`config.mk`:
```
export PLATFORM = sky130hd
export DESIGN_NAME = lin_frame_receiver_core_flat
export DESIGN_NICKNAME = d
export VERILOG_FILES = /design/src/lfr_pkg.sv /design/src/lfr_in_if.sv /design/src/lfr_out_if.sv /design/src/lfr_cfg_if.sv /design/src/lfr_ctrl.sv /design/src/lfr_datapath.sv /design/src/lin_frame_receiver_core.sv /design/src/flat_wrapper.sv
export SDC_FILE = /design/constraint.sdc
export NUM_CORES = 1
export LEC_CHECK = 0
export BUFFER_PORTS_ARGS = -buffer_cell sky130_fd_sc_hd__buf_2
export CAP_MARGIN = 15
export CELL_PAD_IN_SITES_DETAIL_PLACEMENT = 0
export CELL_PAD_IN_SITES_GLOBAL_PLACEMENT = 2
export CORE_MARGIN = 2
export CORE_UTILIZATION = 44
export CTS_CLUSTER_DIAMETER = 150
export DETAILED_ROUTE_END_ITERATION = 6
export PLACE_DENSITY_LB_ADDON = 0.15
export SLEW_MARGIN = 20
export SYNTH_ARGS = -nofsm -noshare
export SYNTH_HDL_FRONTEND = slang
export SYNTH_SLANG_ARGS = --single-unit
```
`constraint.sdc`:
```
create_clock -name clk_i -period 3.8 [get_ports clk_i]
set_input_delay 0.57 -clock clk_i [delete_from_list [all_inputs] [get_ports clk_i]]
set_output_delay 0.57 -clock clk_i [all_outputs]
set_load 0.02 [all_outputs]
```
`src/lfr_pkg.sv`:
```
// Package for the LIN frame receiver: frame constants, result status codes,
// register indexes, controller states and the controller/datapath handshake structs.
// No dependencies; every other file of the block depends on it.
package lfr_pkg;

  localparam int unsigned MAX_DATA_BYTES = 8;
  localparam int unsigned HEADER_TRAILER = 3;
  localparam int unsigned SLOT_COUNT     = MAX_DATA_BYTES + HEADER_TRAILER;
  localparam int unsigned SLOT_IDX_W     = $clog2(SLOT_COUNT + 1);
  localparam int unsigned LEN_W          = 4;
  localparam int unsigned BYTE_W         = 8;
  localparam int unsigned CFG_IDX_W      = 2;

  localparam logic [BYTE_W-1:0] SYNC_BYTE = 8'h55;

  // Status of a result.
  typedef enum logic [1:0] {
    STATUS_OK       = 2'd0,
    STATUS_BAD      = 2'd1,
    STATUS_MISMATCH = 2'd2
  } status_e;

  // Configuration register indexes.
  typedef enum logic [CFG_IDX_W-1:0] {
    REG_DATA_LEN    = 2'd0,
    REG_EXPECTED_ID = 2'd1,
    REG_MATCH_ID    = 2'd2,
    REG_WHOLE_FRAME = 2'd3
  } reg_idx_e;

  // Controller states.
  typedef enum logic {
    ST_IDLE = 1'b0,
    ST_EMIT = 1'b1
  } ctrl_state_e;

  // Commands from the controller to the datapath.
  typedef struct packed {
    logic accept;  // take the input request into the frame state
    logic step;    // load the next result into the output register
  } lfr_cmd_t;

  // Status from the datapath to the controller.
  typedef struct packed {
    logic report;  // the request being accepted closes a frame
    logic last;    // the result being loaded is the final one of its report
  } lfr_sts_t;

endpackage

```
`src/lfr_in_if.sv`:
```
// Input channel of the LIN frame receiver: valid/ready plus one bus event.
// Depends on lfr_pkg for the byte width.
interface lfr_in_if;
  logic                     valid;
  logic                     ready;
  logic                     action;
  logic [lfr_pkg::BYTE_W-1:0] rx_byte;

  modport source (output valid, output action, output rx_byte, input ready);
  modport sink   (input valid, input action, input rx_byte, output ready);
endinterface

```
`src/lfr_out_if.sv`:
```
// Result channel of the LIN frame receiver: valid/ready plus one frame slot.
// Depends on lfr_pkg for the byte width.
interface lfr_out_if;
  logic                     valid;
  logic                     ready;
  logic [1:0]               status;
  logic [lfr_pkg::BYTE_W-1:0] slot_value;
  logic                     slot_valid;
  logic                     last;

  modport source (output valid, output status, output slot_value, output slot_valid,
                  output last, input ready);
  modport sink   (input valid, input status, input slot_value, input slot_valid,
                  input last, output ready);
endinterface

```
`src/lfr_cfg_if.sv`:
```
// Configuration write channel of the LIN frame receiver: valid/ready, index, data.
// Depends on lfr_pkg for the index and data widths.
interface lfr_cfg_if;
  logic                        valid;
  logic                        ready;
  logic [lfr_pkg::CFG_IDX_W-1:0] index;
  logic [lfr_pkg::BYTE_W-1:0]    data;

  modport source (output valid, output index, output data, input ready);
  modport sink   (input valid, input index, input data, output ready);
endinterface

```
`src/lfr_ctrl.sv`:
```
// Controller of the LIN frame receiver: accepts input requests and sequences
// the results of a frame report into the output register. Depends on lfr_pkg.
module lfr_ctrl (
  input  logic              clk_i,
  input  logic              rst_ni,
  input  logic              in_valid_i,
  output logic              in_ready_o,
  input  logic              out_ready_i,
  output logic              out_valid_o,
  output lfr_pkg::lfr_cmd_t cmd_o,
  input  lfr_pkg::lfr_sts_t sts_i
);
  import lfr_pkg::*;

  ctrl_state_e state_q, state_d;
  logic        out_valid_q, out_valid_d;

  // State and output-valid registers.
  always_ff @(posedge clk_i or negedge rst_ni) begin
    if (!rst_ni) begin
      state_q     <= ST_IDLE;
      out_valid_q <= 1'b0;
    end else begin
      state_q     <= state_d;
      out_valid_q <= out_valid_d;
    end
  end

  // Next state and commands. Input is taken only between reports; while a
  // report runs, a new result is loaded whenever the output register frees up.
  always_comb begin
    state_d     = state_q;
    out_valid_d = out_valid_q;
    cmd_o       = '0;
    if (out_valid_q && out_ready_i) begin
      out_valid_d = 1'b0;
    end
    unique case (state_q)
      ST_IDLE: begin
        if (in_valid_i) begin
          cmd_o.accept = 1'b1;
          if (sts_i.report) begin
            state_d = ST_EMIT;
          end
        end
      end
      ST_EMIT: begin
        if (!out_valid_q || out_ready_i) begin
          cmd_o.step  = 1'b1;
          out_valid_d = 1'b1;
          if (sts_i.last) begin
            state_d = ST_IDLE;
          end
        end
      end
      default: state_d = ST_IDLE;
    endcase
  end

  assign in_ready_o  = (state_q == ST_IDLE);
  assign out_valid_o = out_valid_q;

endmodule

```
`src/lfr_datapath.sv`:
```
// Datapath of the LIN frame receiver: configuration registers, slot store,
// byte count, report bookkeeping and the output register. Depends on lfr_pkg.
module lfr_datapath (
  input  logic                          clk_i,
  input  logic                          rst_ni,
  input  logic                          cfg_valid_i,
  input  logic [lfr_pkg::CFG_IDX_W-1:0] cfg_index_i,
  input  logic [lfr_pkg::BYTE_W-1:0]    cfg_data_i,
  input  logic                          action_i,
  input  logic [lfr_pkg::BYTE_W-1:0]    rx_byte_i,
  input  lfr_pkg::lfr_cmd_t             cmd_i,
  output lfr_pkg::lfr_sts_t             sts_o,
  output logic [1:0]                    status_o,
  output logic [lfr_pkg::BYTE_W-1:0]    slot_value_o,
  output logic                          slot_valid_o,
  output logic                          last_o
);
  import lfr_pkg::*;

  localparam logic [SLOT_IDX_W-1:0] SlotCount = SLOT_IDX_W'(SLOT_COUNT);
  localparam logic [SLOT_IDX_W-1:0] HdrTrl    = SLOT_IDX_W'(HEADER_TRAILER);
  localparam logic [LEN_W-1:0]      MaxLen    = LEN_W'(MAX_DATA_BYTES);

  // Configuration registers.
  logic [LEN_W-1:0]  data_len_q;
  logic [BYTE_W-1:0] expected_id_q;
  logic              match_id_q;
  logic              whole_frame_q;

  // Frame state.
  logic [BYTE_W-1:0]     slots_q [SLOT_COUNT];
  logic [BYTE_W-1:0]     id_q;
  logic [SLOT_IDX_W-1:0] cnt_q, cnt_d;

  // Report bookkeeping.
  logic [SLOT_IDX_W-1:0] rep_cnt_q, rep_cnt_d;
  status_e               kind_q, kind_d;
  logic [SLOT_IDX_W-1:0] idx_q;

  // Output register.
  status_e           stat_q;
  logic [BYTE_W-1:0] val_q;
  logic              vld_q;
  logic              last_q;

  logic [LEN_W-1:0]      eff_len;
  logic [SLOT_IDX_W-1:0] total;
  logic [SLOT_IDX_W-1:0] next_cnt;
  logic [SLOT_IDX_W-1:0] emit_end;
  logic                  is_sync;
  logic                  wr_en;
  logic [SLOT_IDX_W-1:0] wr_idx;
  logic                  report;
  logic                  slot_hit;
  logic                  emit_last;

  // Configuration writes; indexes beyond the list are ignored.
  always_ff @(posedge clk_i or negedge rst_ni) begin
    if (!rst_ni) begin
      data_len_q    <= MaxLen;
      expected_id_q <= '0;
      match_id_q    <= 1'b1;
      whole_frame_q <= 1'b1;
    end else if (cfg_valid_i) begin
      unique case (reg_idx_e'(cfg_index_i))
        REG_DATA_LEN:    data_len_q    <= cfg_data_i[LEN_W-1:0];
        REG_EXPECTED_ID: expected_id_q <= cfg_data_i;
        REG_MATCH_ID:    match_id_q    <= cfg_data_i[0];
        REG_WHOLE_FRAME: whole_frame_q <= cfg_data_i[0];
        default: ;
      endcase
    end
  end

  // Data length clamped to 1..MAX_DATA_BYTES, and the frame size in slots.
  always_comb begin
    if (data_len_q == '0) begin
      eff_len = LEN_W'(1);
    end else if (data_len_q > MaxLen) begin
      eff_len = MaxLen;
    end else begin
      eff_len = data_len_q;
    end
  end
  assign total = SLOT_IDX_W'(eff_len) + HdrTrl;

  // Decision for one accepted bus event: where the byte goes, whether it
  // closes a frame, and how many slots the closed frame holds.
  assign is_sync  = (rx_byte_i == SYNC_BYTE);
  assign next_cnt = cnt_q + SLOT_IDX_W'(1);

  always_comb begin
    cnt_d     = cnt_q;
    rep_cnt_d = cnt_q;
    report    = 1'b0;
    wr_en     = 1'b0;
    wr_idx    = cnt_q;
    priority if (action_i) begin
      report = 1'b1;
      cnt_d  = '0;
    end else if (cnt_q == '0) begin
      if (is_sync) begin
        wr_en  = 1'b1;
        wr_idx = '0;
        cnt_d  = SLOT_IDX_W'(1);
      end
    end else if (is_sync) begin
      report = 1'b1;
      wr_en  = 1'b1;
      wr_idx = '0;
      cnt_d  = SLOT_IDX_W'(1);
    end else begin
      wr_en = (cnt_q < SlotCount);
      if (next_cnt >= total || next_cnt >= SlotCount) begin
        report    = 1'b1;
        rep_cnt_d = next_cnt;
        cnt_d     = '0;
      end else begin
        cnt_d = next_cnt;
      end
    end
  end

  // Kind of report for a closed frame.
  always_comb begin
    if (rep_cnt_d < HdrTrl) begin
      kind_d = STATUS_BAD;
    end else if (match_id_q && (id_q != expected_id_q)) begin
      kind_d = STATUS_MISMATCH;
    end else begin
      kind_d = STATUS_OK;
    end
  end

  // Byte count.
  always_ff @(posedge clk_i or negedge rst_ni) begin
    if (!rst_ni) begin
      cnt_q <= '0;
    end else if (cmd_i.accept) begin
      cnt_q <= cnt_d;
    end
  end

  // Slot store and identifier copy; entries are read only below the count.
  always_ff @(posedge clk_i) begin
    if (cmd_i.accept && wr_en) begin
      slots_q[wr_idx[SLOT_IDX_W-1:0]] <= is_sync ? SYNC_BYTE : rx_byte_i;
      if (wr_idx == SLOT_IDX_W'(1)) begin
        id_q <= rx_byte_i;
      end
    end
  end

  // Report bookkeeping: captured at the closing request, the index then walks
  // the emitted slots.
  always_ff @(posedge clk_i) begin
    if (cmd_i.accept && report) begin
      rep_cnt_q <= rep_cnt_d;
      kind_q    <= kind_d;
      idx_q     <= whole_frame_q ? '0 : SLOT_IDX_W'(2);
    end else if (cmd_i.step) begin
      idx_q <= idx_q + SLOT_IDX_W'(1);
    end
  end

  // End of the emitted range: all frame slots, or only the data slots.
  assign emit_end  = whole_frame_q ? total : (total - SLOT_IDX_W'(1));
  assign slot_hit  = (idx_q < rep_cnt_q);
  assign emit_last = (kind_q != STATUS_OK) || ((idx_q + SLOT_IDX_W'(1)) == emit_end);

  // Output register.
  always_ff @(posedge clk_i) begin
    if (cmd_i.step) begin
      stat_q <= kind_q;
      last_q <= emit_last;
      if ((kind_q == STATUS_OK) && slot_hit) begin
        val_q <= slots_q[idx_q];
        vld_q <= 1'b1;
      end else begin
        val_q <= '0;
        vld_q <= 1'b0;
      end
    end
  end

  assign sts_o.report = report;
  assign sts_o.last   = emit_last;
  assign status_o     = stat_q;
  assign slot_value_o = val_q;
  assign slot_valid_o = vld_q;
  assign last_o       = last_q;

endmodule

```
`src/lin_frame_receiver_core.sv`:
```
// LIN frame receiver, top level: joins the controller and the datapath to the
// input, result and configuration channels. Depends on lfr_pkg and the lfr_*_if interfaces.
//
// Usage:
//   rx_i carries one bus event per request: a received byte (action 0) or a
//   line-idle event (action 1). res_o carries frame reports, one slot per
//   request, with last set on the final request of each report. cfg_i writes
//   data_len, expected_id, match_id and whole_frame (indexes 0 to 3); it is
//   always ready and must be used only while no report is pending.
//   Requests that do not close a frame are accepted back to back. A request
//   that closes a frame is followed by its report of one to eleven results,
//   which the controller loads one slot per cycle, while res_o does not
//   stall, through a single output register once the report bookkeeping
//   has captured the frame. The next request is accepted in the cycle
//   after the final result is loaded.
//   When res_o stalls, the output register holds its result and the report
//   pauses; rx_i stays not ready until the report is fully loaded.
//   Reset clears the controller, the byte count (hunting for sync) and the
//   configuration to data_len 8, expected_id 0, match_id 1, whole_frame 1.
module lin_frame_receiver_core (
  input  logic      clk_i,
  input  logic      rst_ni,
  lfr_in_if.sink    rx_i,
  lfr_out_if.source res_o,
  lfr_cfg_if.sink   cfg_i
);
  import lfr_pkg::*;

  lfr_cmd_t cmd;
  lfr_sts_t sts;

  assign cfg_i.ready = 1'b1;

  // Sequencing of requests and results.
  lfr_ctrl u_ctrl (
    .clk_i       (clk_i),
    .rst_ni      (rst_ni),
    .in_valid_i  (rx_i.valid),
    .in_ready_o  (rx_i.ready),
    .out_ready_i (res_o.ready),
    .out_valid_o (res_o.valid),
    .cmd_o       (cmd),
    .sts_i       (sts)
  );

  // Frame state, configuration and result payload.
  lfr_datapath u_datapath (
    .clk_i        (clk_i),
    .rst_ni       (rst_ni),
    .cfg_valid_i  (cfg_i.valid),
    .cfg_index_i  (cfg_i.index),
    .cfg_data_i   (cfg_i.data),
    .action_i     (rx_i.action),
    .rx_byte_i    (rx_i.rx_byte),
    .cmd_i        (cmd),
    .sts_o        (sts),
    .status_o     (res_o.status),
    .slot_value_o (res_o.slot_value),
    .slot_valid_o (res_o.slot_valid),
    .last_o       (res_o.last)
  );

endmodule
```
`src/flat_wrapper.sv`:
```
// flat-port wrapper written by rule: the top's interface ports become plain ports
module lin_frame_receiver_core_flat import lfr_pkg::*;
  (clk_i, rst_ni, rx_i_valid, rx_i_action, rx_i_rx_byte, rx_i_ready, res_o_valid, res_o_status, res_o_slot_value, res_o_slot_valid, res_o_last, res_o_ready, cfg_i_valid, cfg_i_index, cfg_i_data, cfg_i_ready);
  lfr_in_if rx_i_i ();
  lfr_out_if res_o_i ();
  lfr_cfg_if cfg_i_i ();
  input  logic clk_i;
  input  logic rst_ni;
  input wire logic [$bits(rx_i_i.valid)-1:0] rx_i_valid;
  input wire logic [$bits(rx_i_i.action)-1:0] rx_i_action;
  input wire logic [$bits(rx_i_i.rx_byte)-1:0] rx_i_rx_byte;
  output wire logic [$bits(rx_i_i.ready)-1:0] rx_i_ready;
  output wire logic [$bits(res_o_i.valid)-1:0] res_o_valid;
  output wire logic [$bits(res_o_i.status)-1:0] res_o_status;
  output wire logic [$bits(res_o_i.slot_value)-1:0] res_o_slot_value;
  output wire logic [$bits(res_o_i.slot_valid)-1:0] res_o_slot_valid;
  output wire logic [$bits(res_o_i.last)-1:0] res_o_last;
  input wire logic [$bits(res_o_i.ready)-1:0] res_o_ready;
  input wire logic [$bits(cfg_i_i.valid)-1:0] cfg_i_valid;
  input wire logic [$bits(cfg_i_i.index)-1:0] cfg_i_index;
  input wire logic [$bits(cfg_i_i.data)-1:0] cfg_i_data;
  output wire logic [$bits(cfg_i_i.ready)-1:0] cfg_i_ready;
  assign rx_i_i.valid = rx_i_valid;
  assign rx_i_i.action = rx_i_action;
  assign rx_i_i.rx_byte = rx_i_rx_byte;
  assign rx_i_ready = rx_i_i.ready;
  assign res_o_valid = res_o_i.valid;
  assign res_o_status = res_o_i.status;
  assign res_o_slot_value = res_o_i.slot_value;
  assign res_o_slot_valid = res_o_i.slot_valid;
  assign res_o_last = res_o_i.last;
  assign res_o_i.ready = res_o_ready;
  assign cfg_i_i.valid = cfg_i_valid;
  assign cfg_i_i.index = cfg_i_index;
  assign cfg_i_i.data = cfg_i_data;
  assign cfg_i_ready = cfg_i_i.ready;
  lin_frame_receiver_core u_core (.clk_i(clk_i), .rst_ni(rst_ni), .rx_i(rx_i_i), .res_o(res_o_i), .cfg_i(cfg_i_i));
endmodule
```
==> flow_summary_export.csv <==
group,metric,value,unit
floorplanning,num_rows,43,
sta,drv_slew,0,
final_layout,n_fill_cell,1196,
setup_path,reg2reg_slack,0.52,ns
final_layout,drive_gt1_share,25.5,%
place,gp_congestion,0.824,
synthesis,synthDistinctLibCells,57,
clock_network,cts_max_level,4,
grt,grt_max_degree,35,
place,hpwl,8.06,mm
sta,worst_clock_skew,0.00753,ns
clock_network,root_buffer,"clkbuf_16",
routing,drc_errors,0,
setup_path,reg2reg_to,"u_core.u_datapath.idx_q[2]$_SDFFCE_PP0P_",
setup_path,path_max_fanout,12,
clock_network,max-clock-path-buffers,2,
floorplanning,core_area,13700,µm²
sta,rsz0062_at_grt,"no",
power_and_ir_drop,power_density,687,nW/µm²
final_layout,num_antenna_cells,0,
power_and_ir_drop,leakagePower,0.00253,µW
place,placed_cell_area,6490,µm²
setup_path,worst-setup-path-type,"reg -> reg",
grt,antenna_found_initial,0,
routing,via_per_inst,5.34,
final_layout,nNetsFinal,486,
clock_network,cts_resized,0,
power_and_ir_drop,p_comb_share,27.0,%
sta,maxSlewHeadroom,43.0,%
routing,first_pass_iters,4,
final_layout,post-route-util,51.2,%
synthesis,synth_nets,445,
synthesis,syn_area_per_cell,15.1,µm²
routing,drtIter0Drc,252,
sta,fin_crit_sh,86.4,%
grt,grt_use_total,17.9,%
grt,gr-total-overflow,0,
setup_path,worstPathRequired,3.95,ns
synthesis,yosysSeqAreaShare,66.0,%
setup_path,crit_path_end_kind,"register",
routing,drt_wl_total,12.1,mm
synthesis,async_flop_share,14.5,%
synthesis,synth_edf_count,118,
clock_network,cts_inserted_buffers,17,
synthesis,yosysWarnings,0,
routing,via_count,3410,
final_layout,multi_input_area,1900,µm²
power_and_ir_drop,clkPwrFrac,31.0,%
setup_path,r2r-start,"u_core.u_datapath.data_len_q[3]$_DFFE_PN1P_",
setup_path,worstRegToRegCells,10,
sta,hold_violations,0,
setup_path,cp-start-kind,"register",
sta,setup_violations,0,
place,io_buffers,37,
final_layout,seq_area,4050,µm²
floorplanning,die_x,122,µm
clock_network,clkTransAtPathRegs,0.06,ns
grt,grt_first_pass_wirelength,19.2,mm
power_and_ir_drop,p_sw_share,31.6,%
sta,worst_pin_slew,0.856,ns
power_and_ir_drop,peakVddDrop,0.000296,V
power_and_ir_drop,internal-power,3300,µW
floorplanning,start_util,44.7,%
clock_network,cts_tree,"done",
worst_hold_path,hold_class,"in -> async",
synthesis,dominantRegCellSynth,"edfxtp_1",
routing,wl_per_cell,18.9,µm
sta,holdWs,0.122,ns
floorplanning,die_y,122,µm
sta,clock.fmax,304,MHz
routing,drtAntennaViolNets,0,
setup_path,arrival,3.44,ns
synthesis,synth_seq_cells,138,
power_and_ir_drop,switchingPower,1520,µW
sta,fin_crit,3.28,ns
job,maxCapViolations,0,
grt,grt_pass1_vias,3415,
clock_network,postCtsSetupBuffers,0,
clock_network,holdBufCountCts,0,
sta,fin_tns_setup,0,ns
synthesis,netlist_instances,406,
synthesis,synth_area,6130,µm²
floorplanning,io_pins,39,
final_layout,syn_to_final_growth,14.6,%
run_status,status,"finished clean",
floorplanning,die-area,14900,µm²
clock_network,cts.sinks,138,
final_layout,final_area,7030,µm²
power_and_ir_drop,seqPwrFrac,42.0,%
clock_network,insertion_delay,0.41,ns
[synth_stat cells, types with 4 or more instances]
master    number  area [µm²]
a211oi_1      19         143
a21oi_1       12        60.1
buf_2          6        30.0
buf_4          4        30.0
clkbuf_1      14        52.6
dfrtp_1       17         425
edfxtp_1     118        3540
ha_1          15         188
inv_1         15        56.3
mux2_2        13         146
mux2i_1       10         100
mux4_2        16         360
nand2_1       18        67.6
nand2b_1       6        37.5
nand3_1        6        30.0
nand4_1        4        25.0
nor2_1        28         105
nor2b_1       10        62.6
nor3_1         5        25.0
o21ai_0       10        50.1
xnor2_1       14         123
[placed cells by master (no fill, tap or decap), types with 10 or more instances in the layout]
| cell | instances |
|---|---|
| a211oi_1 | 19 |
| a21oi_1 | 12 |
| buf_2 | 37 |
| buf_4 | 11 |
| clkbuf_16 | 17 |
| dfrtp_1 | 17 |
| edfxtp_1 | 118 |
| ha_1 | 15 |
| inv_1 | 15 |
| mux2_2 | 13 |
| mux2i_1 | 10 |
| mux4_2 | 16 |
| nand2_1 | 18 |
| nor2_1 | 28 |
| nor2b_1 | 10 |
| o21ai_0 | 10 |
| xnor2_1 | 14 |
[cell type report]
type / instances / area share [%]
Clock buffer: 18 / 6.11
Clock inverter: 13 / 1.46
Inverter: 15 / 0.801
Multi-Input combinational cell: 227 / 27.0
Sequential cell: 138 / 57.6
Tap cell: 180 / 3.21
Timing Repair Buffer: 48 / 3.81
[routing by layer]
| metal | share of wire, % | track usage [%] | vias to the layer above |
|---|---|---|---|
| met5 | 0 | 0 | - |
| met4 | 1.9 | 6.61 | 0 |
| met3 | 3.5 | 4.21 | 13 |
| met2 | 47 | 27.7 | 68 |
| met1 | 47 | 24.8 | 1717 |
| li1 | - | - | 1612 |
[cells by family after synthesis]
family,count (synthesis),share of synthesized area [%]
DFF,138,66.0
and+or+nand+nor,96,8.41
AOI/OAI and AO/OA,57,6.45
buffers and inverters,41,3.00
muxes,39,9.90
xor gates and xnor gates,19,3.08
adders and majority gates,15,3.06
other,1,0.0612
[power groups by stage]
stage | Clock (µW) | Combinational, µW | Sequential, µW
finish | 1500 | 1300 | 2030
global route | 1600 | 1460 | 2050
CTS | 1530 | 1320 | 2030
detailed placement | 0 | 1310 | 2060
global placement | 0 | 1320 | 2060
floorplan | 0 | 1060 | 1950
[metrics by stage]
| stage | power [µW] | setup WS, ns | instances |
|---|---|---|---|
| 2_1_floorplan | 3010 | 0.817 | 406 |
| 3_3_place_gp | 3370 | 0.609 | 608 |
| 3_5_place_dp | 3380 | 0.546 | 608 |
| 4_1_cts | 4880 | 0.537 | 639 |
| 5_1_grt | 5110 | 0.273 | 639 |
| 6_report | 4830 | 0.516 | 639 |
[sequential cells by signal, summed over array words and instances, names as in the netlist]
signal,cells
u_core.u_ctrl.out_valid_o,1
u_core.u_datapath.slots_q,88
u_core.u_datapath.idx_q,4
u_core.u_datapath.match_id_q,1
u_core.u_datapath.expected_id_q,8
u_core.u_datapath.cnt_q,4
u_core.u_datapath.rep_cnt_q,4
u_core.u_datapath.last_o,1
u_core.u_datapath.status_o,2
u_core.u_datapath.whole_frame_q,1
u_core.u_datapath.kind_q,2
u_core.u_datapath.slot_valid_o,1
u_core.u_datapath.id_q,8
u_core.u_ctrl.state_q,1
u_core.u_datapath.slot_value_o,8
u_core.u_datapath.data_len_q,4
[critical path, stage by stage (launching register included)]
cell and delay (ns):
dfstp_2 0.62, and2b_2 0.25, inv_1 0.09, ha_1 0.20
xor2_2 0.20, ha_1 0.26, o21ai_0 0.18, o221ai_1 0.26
buf_4 0.24, o221a_2 0.39, or2_1 0.33
[worst max path at each step]
stage	cells after the start	endpoint	from
finish	10	u_core.u_datapath.idx_q[2]$_SDFFCE_PP0P_	u_core.u_datapath.data_len_q[3]$_DFFE_PN1P_
global route	13	u_core.u_datapath.kind_q[0]$_SDFFCE_PN1P_	u_core.u_datapath.data_len_q[3]$_DFFE_PN1P_
CTS	10	u_core.u_datapath.idx_q[2]$_SDFFCE_PP0P_	u_core.u_datapath.data_len_q[3]$_DFFE_PN1P_
detailed placement	10	u_core.u_datapath.idx_q[3]$_SDFFCE_PP0P_	u_core.u_datapath.data_len_q[3]$_DFFE_PN1P_
global placement	13	u_core.u_datapath.kind_q[0]$_SDFFCE_PN1P_	u_core.u_datapath.data_len_q[1]$_DFFE_PN0P_
floorplan	15	u_core.u_datapath.kind_q[0]$_SDFFCE_PN1P_	u_core.u_datapath.data_len_q[3]$_DFFE_PN1P_
Note: power is estimated with default switching activity, not from simulation.
